$ cat src/rwc_pkg.sv
// Shared types and constants for the read-ahead window controller.
package rwc_pkg;

    localparam int OFF_W    = 64;
    localparam int LEN_W    = 21;
    localparam int IDX_W    = 20;
    localparam int RLEN_W   = 25;  // holds a request length up to the largest window
    localparam int AGE_W    = 16;
    localparam int WCNT_W   = 5;
    localparam int CFG_IDX_W = 2;

    typedef enum logic [2:0] {
        K_READ    = 3'd0,
        K_BODY    = 3'd1,
        K_DONE    = 3'd2,
        K_TICK    = 3'd3,
        K_ABANDON = 3'd4,
        K_CLOSE   = 3'd5
    } t_kind;

    typedef enum logic [3:0] {
        ST_HIT      = 4'd0,
        ST_EOF      = 4'd1,
        ST_PARKED   = 4'd2,
        ST_INVALID  = 4'd3,
        ST_BUSY     = 4'd4,
        ST_BODY_OK  = 4'd5,
        ST_BODY_BAD = 4'd6,
        ST_IGNORED  = 4'd7,
        ST_DONE_OK  = 4'd8,
        ST_DONE_BAD = 4'd9
    } t_status;

    typedef enum logic [2:0] {
        WK_NONE  = 3'd0,
        WK_LOOK  = 3'd1,
        WK_IO    = 3'd2,
        WK_AGAIN = 3'd3,
        WK_BADF  = 3'd4
    } t_wake;

    localparam logic [CFG_IDX_W-1:0] CFG_FILE_SIZE = 2'd0;
    localparam logic [CFG_IDX_W-1:0] CFG_READAHEAD = 2'd1;
    localparam logic [CFG_IDX_W-1:0] CFG_TIMEOUT   = 2'd2;

    // Classified request passed from front to back.
    typedef struct packed {
        logic [2:0]        kind;
        logic [OFF_W-1:0]  offset;
        logic [LEN_W-1:0]  length;
        logic              ok;
        logic              eof;    // offset at or past file end
        logic [LEN_W-1:0]  lenc;   // length cut to bytes left
        logic [RLEN_W-1:0] rlen;   // length of a request this read would issue
        logic [OFF_W-1:0]  rend;   // offset + rlen
    } t_item;

endpackage

$ cat src/rwc_front.sv
// Front stage: registers an incoming request and precomputes its file-range figures.
module rwc_front #(
    parameter int WINDOW_BYTES = 1048576
) (
    input  logic                        i_clk,
    input  logic                        i_rst_n,
    input  logic                        i_valid,
    output logic                        o_stall,
    input  logic [2:0]                  i_kind,
    input  logic [rwc_pkg::OFF_W-1:0]   i_offset,
    input  logic [rwc_pkg::LEN_W-1:0]   i_length,
    input  logic                        i_ok,
    input  logic [rwc_pkg::OFF_W-1:0]   i_file_size,
    input  logic [rwc_pkg::LEN_W-1:0]   i_readahead,
    output logic                        o_push,
    input  logic                        i_full,
    output rwc_pkg::t_item              o_item
);
    import rwc_pkg::*;

    logic              r_valid;
    t_item             r_item;
    t_item             n_item;
    logic [OFF_W-1:0]  left;
    logic [LEN_W:0]    want;
    logic [OFF_W-1:0]  m1;
    logic [RLEN_W-1:0] rlen;
    logic              load;

    always_comb begin
        left = i_file_size - i_offset;
        n_item.kind   = i_kind;
        n_item.offset = i_offset;
        n_item.length = i_length;
        n_item.ok     = i_ok;
        n_item.eof    = (i_offset >= i_file_size);
        n_item.lenc   = (OFF_W'(i_length) > left) ? left[LEN_W-1:0] : i_length;
        want = {1'b0, n_item.lenc} + {1'b0, i_readahead};
        m1   = (left < OFF_W'(want)) ? left : OFF_W'(want);
        rlen = (m1 > OFF_W'(WINDOW_BYTES)) ? RLEN_W'(WINDOW_BYTES) : m1[RLEN_W-1:0];
        n_item.rlen = rlen;
        n_item.rend = i_offset + OFF_W'(rlen);
    end

    assign load    = i_valid && !o_stall;
    assign o_stall = r_valid && i_full;
    assign o_push  = r_valid && !i_full;
    assign o_item  = r_item;

    always_ff @(posedge i_clk) begin
        if (!i_rst_n) begin
            r_valid <= 1'b0;
        end else if (load) begin
            r_valid <= 1'b1;
        end else if (o_push) begin
            r_valid <= 1'b0;
        end
    end

    always_ff @(posedge i_clk) begin
        if (load) begin
            r_item <= n_item;
        end
    end
endmodule

$ cat src/rwc_fifo.sv
// Two-entry queue between the front and back stages.
module rwc_fifo (
    input  logic           i_clk,
    input  logic           i_rst_n,
    input  logic           i_push,
    input  rwc_pkg::t_item i_item,
    output logic           o_full,
    input  logic           i_pop,
    output logic           o_valid,
    output rwc_pkg::t_item o_item
);
    import rwc_pkg::*;

    t_item       r_mem [2];
    logic        r_wp;
    logic        r_rp;
    logic [1:0]  r_cnt;

    assign o_full  = (r_cnt == 2'd2);
    assign o_valid = (r_cnt != 2'd0);
    assign o_item  = r_mem[r_rp];

    always_ff @(posedge i_clk) begin
        if (!i_rst_n) begin
            r_wp  <= 1'b0;
            r_rp  <= 1'b0;
            r_cnt <= 2'd0;
        end else begin
            if (i_push) r_wp <= ~r_wp;
            if (i_pop)  r_rp <= ~r_rp;
            r_cnt <= r_cnt + 2'(i_push) - 2'(i_pop);
        end
    end

    always_ff @(posedge i_clk) begin
        if (i_push) begin
            r_mem[r_wp] <= i_item;
        end
    end
endmodule

$ cat src/rwc_back.sv
// Back stage: window and request state, per-request decision and result register.
module rwc_back #(
    parameter int MAX_WAITERS = 16
) (
    input  logic                        i_clk,
    input  logic                        i_rst_n,
    input  logic                        i_valid,
    output logic                        o_pop,
    input  rwc_pkg::t_item              i_item,
    input  logic [rwc_pkg::AGE_W-1:0]   i_timeout,
    output logic                        o_valid,
    input  logic                        i_stall,
    output logic [3:0]                  o_status,
    output logic [rwc_pkg::LEN_W-1:0]   o_count,
    output logic [rwc_pkg::IDX_W-1:0]   o_window_index,
    output logic                        o_request_valid,
    output logic [rwc_pkg::OFF_W-1:0]   o_request_start,
    output logic [rwc_pkg::LEN_W-1:0]   o_request_length,
    output logic [2:0]                  o_wake_code,
    output logic [rwc_pkg::WCNT_W-1:0]  o_wake_count,
    output logic                        o_expired
);
    import rwc_pkg::*;

    localparam int WC_W = $clog2(MAX_WAITERS + 1);
    localparam logic [WC_W-1:0] WC_MAX = WC_W'(MAX_WAITERS);

    logic [OFF_W-1:0]  r_win_lo, n_win_lo, r_win_hi, n_win_hi;
    logic [OFF_W-1:0]  r_fetch_lo, n_fetch_lo, r_fetch_hi, n_fetch_hi;
    logic [RLEN_W-1:0] r_span, n_span, r_recv, n_recv;
    logic              r_pending, n_pending;
    logic [AGE_W-1:0]  r_age, n_age;
    logic [WC_W-1:0]   r_wc, n_wc, wc_eff;

    logic              r_ov;
    t_status           n_status;
    logic [LEN_W-1:0]  n_count;
    logic [IDX_W-1:0]  n_idx;
    logic              n_req;
    logic [OFF_W-1:0]  n_req_start;
    logic [LEN_W-1:0]  n_req_len;
    t_wake             n_wake;
    logic [WCNT_W-1:0] n_wcount;
    logic              n_exp;

    logic [OFF_W-1:0]  avail, rel;
    logic [RLEN_W-1:0] room;
    logic              hit, covered;
    t_kind             kind;

    assign o_pop = i_valid && (!r_ov || !i_stall);
    assign kind  = t_kind'(i_item.kind);

    always_comb begin
        n_win_lo     = r_win_lo;
        n_win_hi     = r_win_hi;
        n_fetch_lo   = r_fetch_lo;
        n_fetch_hi   = r_fetch_hi;
        n_span       = r_span;
        n_recv       = r_recv;
        n_pending    = r_pending;
        n_age        = r_age;
        n_wc         = r_wc;
        wc_eff       = r_wc;
        n_status     = ST_IGNORED;
        n_count      = '0;
        n_idx        = '0;
        n_req        = 1'b0;
        n_req_start  = '0;
        n_req_len    = '0;
        n_wake       = WK_NONE;
        n_wcount     = '0;
        n_exp        = 1'b0;
        hit     = (i_item.offset >= r_win_lo) && (i_item.offset < r_win_hi);
        covered = r_pending && (i_item.offset >= r_fetch_lo)
                  && (i_item.offset < r_fetch_hi);
        avail   = r_win_hi - i_item.offset;
        rel     = i_item.offset - r_win_lo;
        room    = r_span - r_recv;
        case (kind)
            K_READ: begin
                if (i_item.eof) begin
                    n_status = ST_EOF;
                end else if (hit) begin
                    n_status = ST_HIT;
                    n_count  = (OFF_W'(i_item.lenc) > avail) ? avail[LEN_W-1:0]
                                                             : i_item.lenc;
                    n_idx    = rel[IDX_W-1:0];
                end else if (covered) begin
                    if (r_wc >= WC_MAX) begin
                        n_status = ST_BUSY;
                    end else begin
                        n_wc     = r_wc + WC_W'(1);
                        n_status = ST_PARKED;
                    end
                end else begin
                    if (r_pending) begin
                        // abort the outstanding request
                        n_pending    = 1'b0;
                        n_fetch_lo   = '0;
                        n_fetch_hi   = '0;
                        n_span       = '0;
                        n_recv       = '0;
                        n_age        = '0;
                        n_wake       = WK_AGAIN;
                        n_wcount     = WCNT_W'(r_wc);
                        wc_eff       = '0;
                    end
                    n_wc = wc_eff;
                    if (i_item.rlen == '0) begin
                        n_status = ST_INVALID;
                    end else if (wc_eff >= WC_MAX) begin
                        n_status = ST_BUSY;
                    end else begin
                        n_pending    = 1'b1;
                        n_fetch_lo   = i_item.offset;
                        n_fetch_hi   = i_item.rend;
                        n_span       = i_item.rlen;
                        n_recv       = '0;
                        n_age        = '0;
                        n_win_lo     = '0;
                        n_win_hi     = '0;
                        n_wc         = wc_eff + WC_W'(1);
                        n_req        = 1'b1;
                        n_req_start  = i_item.offset;
                        n_req_len    = i_item.rlen[LEN_W-1:0];
                        n_status     = ST_PARKED;
                    end
                end
            end
            K_BODY: begin
                if (!r_pending || (i_item.offset != r_fetch_lo + OFF_W'(r_recv))
                    || (r_recv > r_span) || (RLEN_W'(i_item.length) > room)) begin
                    n_status = ST_BODY_BAD;
                end else begin
                    n_status = ST_BODY_OK;
                    n_idx    = r_recv[IDX_W-1:0];
                    n_recv   = r_recv + RLEN_W'(i_item.length);
                end
            end
            K_DONE: begin
                if (r_pending) begin
                    n_pending = 1'b0;
                    n_age     = '0;
                    n_wcount  = WCNT_W'(r_wc);
                    n_wc      = '0;
                    if (!i_item.ok || (r_recv != r_span)) begin
                        n_win_lo     = '0;
                        n_win_hi     = '0;
                        n_wake       = WK_IO;
                        n_status     = ST_DONE_BAD;
                    end else begin
                        n_win_lo     = r_fetch_lo;
                        n_win_hi     = r_fetch_hi;
                        n_wake       = WK_LOOK;
                        n_status     = ST_DONE_OK;
                    end
                end
            end
            K_TICK: begin
                if (r_pending) begin
                    if (r_age != '1) n_age = r_age + AGE_W'(1);
                    n_exp = (n_age >= i_timeout);
                end
            end
            K_ABANDON: begin
                if (r_wc != '0) n_wc = r_wc - WC_W'(1);
            end
            K_CLOSE: begin
                n_pending    = 1'b0;
                n_fetch_lo   = '0;
                n_fetch_hi   = '0;
                n_span       = '0;
                n_recv       = '0;
                n_age        = '0;
                n_wake       = WK_BADF;
                n_wcount     = WCNT_W'(r_wc);
                n_wc         = '0;
            end
            default: begin
            end
        endcase
    end

    always_ff @(posedge i_clk) begin
        if (!i_rst_n) begin
            r_win_lo     <= '0;
            r_win_hi     <= '0;
            r_fetch_lo   <= '0;
            r_fetch_hi   <= '0;
            r_span       <= '0;
            r_recv       <= '0;
            r_pending    <= 1'b0;
            r_age        <= '0;
            r_wc         <= '0;
            r_ov         <= 1'b0;
        end else begin
            if (o_pop) begin
                r_win_lo     <= n_win_lo;
                r_win_hi     <= n_win_hi;
                r_fetch_lo   <= n_fetch_lo;
                r_fetch_hi   <= n_fetch_hi;
                r_span       <= n_span;
                r_recv       <= n_recv;
                r_pending    <= n_pending;
                r_age        <= n_age;
                r_wc         <= n_wc;
                r_ov         <= 1'b1;
            end else if (!i_stall) begin
                r_ov <= 1'b0;
            end
        end
    end

    always_ff @(posedge i_clk) begin
        if (o_pop) begin
            o_status         <= n_status;
            o_count          <= n_count;
            o_window_index   <= n_idx;
            o_request_valid  <= n_req;
            o_request_start  <= n_req_start;
            o_request_length <= n_req_len;
            o_wake_code      <= n_wake;
            o_wake_count     <= n_wcount;
            o_expired        <= n_exp;
        end
    end

    assign o_valid = r_ov;
endmodule

$ cat src/readahead_window_controller.sv
// Top level of the read-ahead window controller: config registers and the front/queue/back chain.
// Path from request accept to result valid when nothing stalls: the front register, the queue
//   entry, then the back decision into the result register.
// Throughput: one request per cycle while the output does not stall; back decisions are combinational.
// A two-entry queue between front and back absorbs short output stalls.
// Reset (synchronous, active low) empties all stages, zeroes window/request/age/waiters.
module readahead_window_controller #(
    parameter int WINDOW_BYTES = 1048576,
    parameter int MAX_WAITERS  = 16
) (
    input  logic                            i_clk,
    input  logic                            i_rst_n,
    input  logic                            i_cfg_we,
    input  logic [rwc_pkg::CFG_IDX_W-1:0]   i_cfg_index,
    input  logic [rwc_pkg::OFF_W-1:0]       i_cfg_data,
    input  logic                            i_in_valid,
    output logic                            o_in_stall,
    input  logic [2:0]                      i_kind,
    input  logic [rwc_pkg::OFF_W-1:0]       i_offset,
    input  logic [rwc_pkg::LEN_W-1:0]       i_length,
    input  logic                            i_ok,
    output logic                            o_out_valid,
    input  logic                            i_out_stall,
    output logic [3:0]                      o_status,
    output logic [rwc_pkg::LEN_W-1:0]       o_count,
    output logic [rwc_pkg::IDX_W-1:0]       o_window_index,
    output logic                            o_request_valid,
    output logic [rwc_pkg::OFF_W-1:0]       o_request_start,
    output logic [rwc_pkg::LEN_W-1:0]       o_request_length,
    output logic [2:0]                      o_wake_code,
    output logic [rwc_pkg::WCNT_W-1:0]      o_wake_count,
    output logic                            o_expired
);
    import rwc_pkg::*;

    logic [OFF_W-1:0] r_file_size;
    logic [LEN_W-1:0] r_readahead;
    logic [AGE_W-1:0] r_timeout;

    logic  push, full, q_valid, pop;
    t_item f_item, q_item;

    // Config writes; the user must write only while the block is idle, the block does not enforce it.
    always_ff @(posedge i_clk) begin
        if (!i_rst_n) begin
            r_file_size <= OFF_W'(1);
            r_readahead <= LEN_W'(262144);
            r_timeout   <= AGE_W'(30);
        end else if (i_cfg_we) begin
            case (i_cfg_index)
                CFG_FILE_SIZE: r_file_size <= i_cfg_data;
                CFG_READAHEAD: r_readahead <= i_cfg_data[LEN_W-1:0];
                CFG_TIMEOUT:   r_timeout   <= i_cfg_data[AGE_W-1:0];
                default: begin
                end
            endcase
        end
    end

    // Front: latch request, work out eof, clamped length and candidate request range.
    rwc_front #(.WINDOW_BYTES(WINDOW_BYTES)) u_front (
        .i_clk       (i_clk),
        .i_rst_n     (i_rst_n),
        .i_valid     (i_in_valid),
        .o_stall     (o_in_stall),
        .i_kind      (i_kind),
        .i_offset    (i_offset),
        .i_length    (i_length),
        .i_ok        (i_ok),
        .i_file_size (r_file_size),
        .i_readahead (r_readahead),
        .o_push      (push),
        .i_full      (full),
        .o_item      (f_item)
    );

    rwc_fifo u_fifo (
        .i_clk   (i_clk),
        .i_rst_n (i_rst_n),
        .i_push  (push),
        .i_item  (f_item),
        .o_full  (full),
        .i_pop   (pop),
        .o_valid (q_valid),
        .o_item  (q_item)
    );

    // Back: owns window/request state, applies one request per cycle unless the output stalls.
    rwc_back #(.MAX_WAITERS(MAX_WAITERS)) u_back (
        .i_clk            (i_clk),
        .i_rst_n          (i_rst_n),
        .i_valid          (q_valid),
        .o_pop            (pop),
        .i_item           (q_item),
        .i_timeout        (r_timeout),
        .o_valid          (o_out_valid),
        .i_stall          (i_out_stall),
        .o_status         (o_status),
        .o_count          (o_count),
        .o_window_index   (o_window_index),
        .o_request_valid  (o_request_valid),
        .o_request_start  (o_request_start),
        .o_request_length (o_request_length),
        .o_wake_code      (o_wake_code),
        .o_wake_count     (o_wake_count),
        .o_expired        (o_expired)
    );

    // A new request is only ever issued by a read that parks.
    a_req_parked: assert property (@(posedge i_clk) disable iff (!i_rst_n)
        o_out_valid && o_request_valid |-> o_status == ST_PARKED)
        else $error("request issued without parked status");

    // Released waiters always carry a wake code.
    a_wake_code: assert property (@(posedge i_clk) disable iff (!i_rst_n)
        o_out_valid && o_wake_count != '0 |-> o_wake_code != WK_NONE)
        else $error("waiters released with no wake code");

    // Bytes are served only on a hit.
    a_count_hit: assert property (@(posedge i_clk) disable iff (!i_rst_n)
        o_out_valid && o_count != '0 |-> o_status == ST_HIT)
        else $error("count given on a non-hit");

    // Expiry is only flagged by ticks, which report ignored.
    a_expired: assert property (@(posedge i_clk) disable iff (!i_rst_n)
        o_out_valid && o_expired |-> o_status == ST_IGNORED)
        else $error("expired flag on wrong status");
endmodule
$ cat config.mk
export PLATFORM = sky130hd
export DESIGN_NAME = readahead_window_controller
export DESIGN_NICKNAME = d
export VERILOG_FILES = /design/src/rwc_pkg.sv /design/src/rwc_front.sv /design/src/rwc_fifo.sv /design/src/rwc_back.sv /design/src/readahead_window_controller.sv
export SDC_FILE = /design/constraint.sdc
export NUM_CORES = 2
export LEC_CHECK = 0
export CORE_ASPECT_RATIO = 1.25
export CORE_MARGIN = 2
export CORE_UTILIZATION = 40
export CTS_CLUSTER_SIZE = 10
export DETAILED_ROUTE_END_ITERATION = 10
export DONT_BUFFER_PORTS = 1
export GPL_ROUTABILITY_DRIVEN = 0
export SLEW_MARGIN = 20
export SYNTH_ARGS = -nofsm -noshare
export SYNTH_HDL_FRONTEND = slang
export SYNTH_SLANG_ARGS = --single-unit
$ cat constraint.sdc
create_clock -name i_clk -period 17.81 [get_ports i_clk]
set_clock_uncertainty 0.05 [all_clocks]
set_input_delay 3.562 -clock i_clk [delete_from_list [all_inputs] [get_ports i_clk]]
set_output_delay 3.562 -clock i_clk [all_outputs]
set_load 0.02 [all_outputs]
Word-level counts from Yosys, hierarchy flattened
Memory sizes are Yosys's and may differ from the RTL's. A register that Yosys moved wholly into a read port is not among the register bits.
Index checks and enable logic that the tools add are counted.
- flip-flop bits (word level): 775
- bits in writable memories: 400
- memories kept: 1
- add/sub/neg operators: 14
- magnitude comparators: 14
- equality and inequality tests: 22
- mux-type cells: 108
- bitwise operators: 4
- reduce and logical (&&, ||, !) cells: 44
- memories (memory ; words ; width ; read ports ; clocked after memory_dff ; wr ports ; line ; RTL):
    u_fifo.r_mem ; 2 ; 200 ; 1 ; 1 ; 1 ; rwc_fifo.sv:14 ; t_item r_mem [2];
- operators with widths (cell ; count):
    $mux 64 ; 22
    $pmux 64 s2 ; 4
    $mux 25 ; 14
    $ge 64x64->1 ; 3
    $mux 16 ; 10
    $add 64x25->64 ; 2
    $gt 21x64->1 ; 2
    $lt 64x64->1 ; 2
    $sub 64x64->64 ; 2
    $mux 5 ; 16
    $pmux 25 s3 ; 1
    $gt 64x21->1 const B ; 1
    $lt 64x22->1 ; 1
    $ne 64x64->1 ; 1
    $pmux 16 s4 ; 1
    $mux 20 ; 3
    $pmux 25 s2 ; 1
    $mux 21 ; 2
    $pmux 20 s2 ; 1
    $add 25x21->25 ; 1
    $gt 21x25->1 ; 1
    $gt 25x25->1 ; 1
    $logic_not 25->1 ; 1
    $ne 25x25->1 ; 1
    other kinds (46) ; 112

Logic depth before layout (Yosys ltp)
- depth in word-level cells: 14
- depth in mapped cells: 66

Cells and area by module
From an unflattened synthesis, not the netlist that was laid out.
- cells, all modules: 6878
- area total of the unflattened synthesis: 69655.6 um2
- modules (own cells, without submodules) (module ; times used ; cells an instance ; area each (um2)):
    rwc_back ; 1 ; 4241 ; 35555.4
    rwc_front ; 1 ; 1585 ; 15348.5
    rwc_fifo ; 1 ; 643 ; 14789.2
    readahead_window_controller ; 1 ; 409 ; 3962.6

Least setup slack after synthesis
No wires, ideal clock.
- kind: input to register
- start point: input port i_offset[0] (netlist bit)
- end point: register u_front.r_item, in the netlist u_front.o_item[48], data pin
- library setup time: 258 ps
- arrival time: 14723 ps
- required time: 17502 ps
- setup slack: 2779 ps
- cell stages on the path: 64
- buffers on the path: 2
- path through: ha_1 inv_1 fa_1 a21o_1 a21o_1 a2111oi_0 or2_2 inv_1 a21oi_1 xnor2_1 inv_1 ha_1 a21o_1 a21o_1 a21oi_1 nor2b_1 o21ai_0 nand2_1 (+28 left out) nand4_1 buf_1 mux2i_1 ha_1 fa_1 a21o_1 a21oi_1 o21bai_1 a21oi_1 o21bai_1 a21oi_1 a21oi_1 a41o_1 o21a_1 a211oi_1 nor3_1 nand3_1 xnor2_1
- RTL lines (item ; line ; RTL):
    start, declared ; readahead_window_controller.sv:19 ; input logic [rwc_pkg::OFF_W-1:0] i_offset,
    end signal, assigned ; rwc_front.sv:62 ; r_item <= n_item;
    end, declared ; rwc_front.sv:22 ; t_item r_item;

==> results.cfg <==
[outcome]
run_status = finished, final reports clean

[die]
start_util_pct = 40.29
chipWidth_um = 373.9
core_area_um2 = 169800
floorplan.rows = 169
io-pin-count = 302
die_h_um = 466.4
die_area_um2 = 174400

[synthesis]
synth.top_cell.area_share_pct = 32.48
yosysUniqueCellTypes = 100
postSynthCellCount = 7021
synth-edff-count = 740
synth.most_common_cell = sky130_fd_sc_hd__nand2_1
yosysSeqAreaShare_pct = 45.24
netlist.top_cell.by_area = sky130_fd_sc_hd__edfxtp_1
synth-async-reset-ratio_pct = 0
postSynthAreaPerCell_um2 = 9.744
syn_area_um2 = 68410
synth_top_flop_cell = sky130_fd_sc_hd__edfxtp_1
ys.warnings.count = 0
synth_cell_count_leaders = 801 x sky130_fd_sc_hd__nand2_1, 740 x sky130_fd_sc_hd__edfxtp_1, 540 x sky130_fd_sc_hd__ha_1
synth_area_leaders = sky130_fd_sc_hd__edfxtp_1 32%, sky130_fd_sc_hd__dfxtp_1 13%, sky130_fd_sc_hd__ha_1 9.9%, sky130_fd_sc_hd__nand2_1 4.4%, sky130_fd_sc_hd__a21boi_0 3.4%
synth.ff_latch_count = 1176

[clock_network]
tritoncts = yes
clockBufferDepth = 3
cts_made_buffers = 141
cts_hold_buf = 0
clock_sink_count = 1176
post_cts_resize_count = 0
clkSlewWorstSetupHoldPaths_ps = 60
cts_post_setup_buffers_inserted = 0
h_tree_level_count = 4
cts.root.buffer_cell = sky130_fd_sc_hd__clkbuf_16
clock_latency_ps = 820

[critical_path]
crit_arrival_ps = 16630
cpPeakStageDelay_ps = 680
worst_path_dominant_cell_family = compound AO/OA/AOI/OAI gates
setup.worst_path.class = in -> reg
timing.critical_path.buf_inv = 6
critical_path_peak_fanout = 21
critical_path.endpoint_type = register
reg2reg_slack_ps = 4040
regToRegEndpoint = u_front.o_item[48]
startpoint_type = input port
worst_ep_required_time_ps = 18310
reg_to_reg_startpoint = r_file_size[0]
ff2ff_path_depth = 56
critical_path.slowest_cell = sky130_fd_sc_hd__a2111oi_0
crit_top_cell = sky130_fd_sc_hd__a21oi_1

[global_route]
grt_start_max_net_pins = 332
global_route.usage.total_pct = 25.48
grt-ovfl-total = 0
first_pass_grt_wire_length_um = 336700
number_of_global_route_vias_before_repair = 53070
grt_antenna_before_repair = 4

[drt]
wl_per_cell_um = 24.50
detailedRoute.firstPassIterationCount = 5
wl_um = 228400
drt_iter0_drc = 5219
drcViolationCount = 0
drt.antenna.violating_nets = 0
routed_via_density = 5.861
total_number_of_vias = 54640

[sta]
fmaxAchievable_ghz = 0.06200
setup_viol = 0
layout_min_cycle_time_ps = 16130
post-route-period-util_pct = 90.57
worst_slew_pin_slew_ps = 1261
final_max_slew_viol_count = 0
worst_slew_margin_rel_pct = 13.52
totalNegativeSetupSlack_ps = 0
grt_setup_unrepaired = false
finalHoldViolCount = 0

[pwr]
vdd.ir_drop.worst_v = 0.0001031
cellLeakagePower_nw = 28.26
power.density_cell_area_nw_per_um2 = 118.2

[worst_hold_path]
holdPathEnd = u_fifo.r_mem[1][56]
worstHoldPathType = reg -> reg
hold_start = u_front.o_item[56]
hold_depth = 0

[final_layout]
drive_above_1_share_pct = 6.355
finish.utilization_pct = 44.46
final_net_count = 7696
area.growth.synth_to_final_pct = 10.34

[flow_run]
max_cap_viol_count = 0

[placement]
number_of_buffers_added_on_ports = 0
hpwl_dp_um = 172900
## final cells by class
type                            count  area, µm²
Clock buffer                      228       3936
Inverter                          492       1847
Clock inverter                     24      471.7
Fill cell                       16140      94310
Antenna cell                        3      7.507
Multi-Input combinational cell   5064      34630
Tap cell                         2223       2781
Timing Repair Buffer              113      860.8
Sequential cell                  1176      30950
## layout by cell type, fill, tap and decap left out, types with 195 or more instances in the layout
| cell | n |
|---|---|
| sky130_fd_sc_hd__ha_1 | 540 |
| sky130_fd_sc_hd__a21oi_1 | 346 |
| sky130_fd_sc_hd__a21boi_0 | 314 |
| sky130_fd_sc_hd__mux2i_1 | 205 |
| sky130_fd_sc_hd__o21ai_0 | 368 |
| sky130_fd_sc_hd__inv_1 | 491 |
| sky130_fd_sc_hd__dfxtp_1 | 435 |
| sky130_fd_sc_hd__edfxtp_1 | 740 |
| sky130_fd_sc_hd__nand3_1 | 398 |
| sky130_fd_sc_hd__nor2_1 | 353 |
| sky130_fd_sc_hd__xnor2_1 | 227 |
| sky130_fd_sc_hd__nand2_1 | 799 |
| sky130_fd_sc_hd__a21o_1 | 195 |
## worst max-delay path by stage
stage | startpoint | end | slack (ps) | depth (start not counted)
after floorplan | i_offset[0] | u_front.o_item[48] | 2780 | 64
after global placement | i_offset[0] | u_front.o_item[48] | 850 | 62
after detailed placement | i_offset[0] | u_front.o_item[48] | 800 | 62
after CTS | i_offset[0] | u_front.o_item[48] | 1600 | 62
after global routing | i_offset[0] | u_front.o_item[52] | 910 | 62
final | i_offset[0] | u_front.o_item[48] | 1680 | 55
## cells by family after synthesis
logic type | Yosys count | share of synthesized area (%)
adder cells (fa/ha/maj) | 549 | 10.12
multiplexers | 298 | 4.537
AND/OR/NAND/NOR | 2202 | 15.33
AO/OA/AOI/OAI | 1693 | 16.34
flip-flops | 1176 | 45.24
buffers and inverters | 788 | 4.393
other | 1 | 0.005481
XOR/XNOR | 314 | 4.031
## where the power goes
part,leakage [nW],switching (W),internal [W]
Clock,2.08,0.00119,0.00156
Combinational,15.6,0.00167,0.000880
Sequential,10.5,0.000338,0.00327
## state kept, by name, summed over array words and instances, names as in the netlist, 2 cells and up, named ones only
signal and flops:
r_readahead 21, u_back.r_recv 25, u_back.o_window_index 20, u_back.r_win_hi 64, u_back.o_status 4, u_back.r_fetch_lo 64
u_back.o_request_length 21, u_back.o_wake_code 3, u_back.o_request_start 64, u_back.r_fetch_hi 64, r_file_size 64, u_back.o_count 21
u_back.o_wake_count 5, u_back.r_span 25, u_back.r_wc 5, u_fifo.r_mem 400, u_back.r_win_lo 64, u_back.r_age 16
u_front.o_item 200, u_fifo.r_cnt 2, r_timeout 16
## routing by layer
| metal | global-route usage, % | up-vias | share of wire [%] |
|---|---|---|---|
| li1 | - | 25390 | - |
| met2 | 40.45 | 2250 | 45 |
| met3 | 5.286 | 530 | 7.9 |
| met4 | 11.78 | 0 | 4.9 |
| met1 | 33.31 | 26470 | 42 |
| met5 | 0 | - | 0 |
## stage by stage
step / area, µm² / power [W] / instances / worst slack [ps] / hold slack [ps]
2_1_floorplan: 68440 / 0.005313 / 7028 / 2779 / 371.5
3_3_place_gp: 71050 / 0.006114 / 9068 / 854.5 / 372.2
3_5_place_dp: 71060 / 0.006164 / 9068 / 798.2 / 379.6
4_1_cts: 75470 / 0.008941 / 9320 / 1603 / 383.8
5_1_grt: 75480 / 0.009330 / 9321 / 908.4 / 393.4
6_report: 75490 / 0.008919 / 9323 / 1680 / 389.8
No activity file was read; power rests on OpenSTA's default activity.
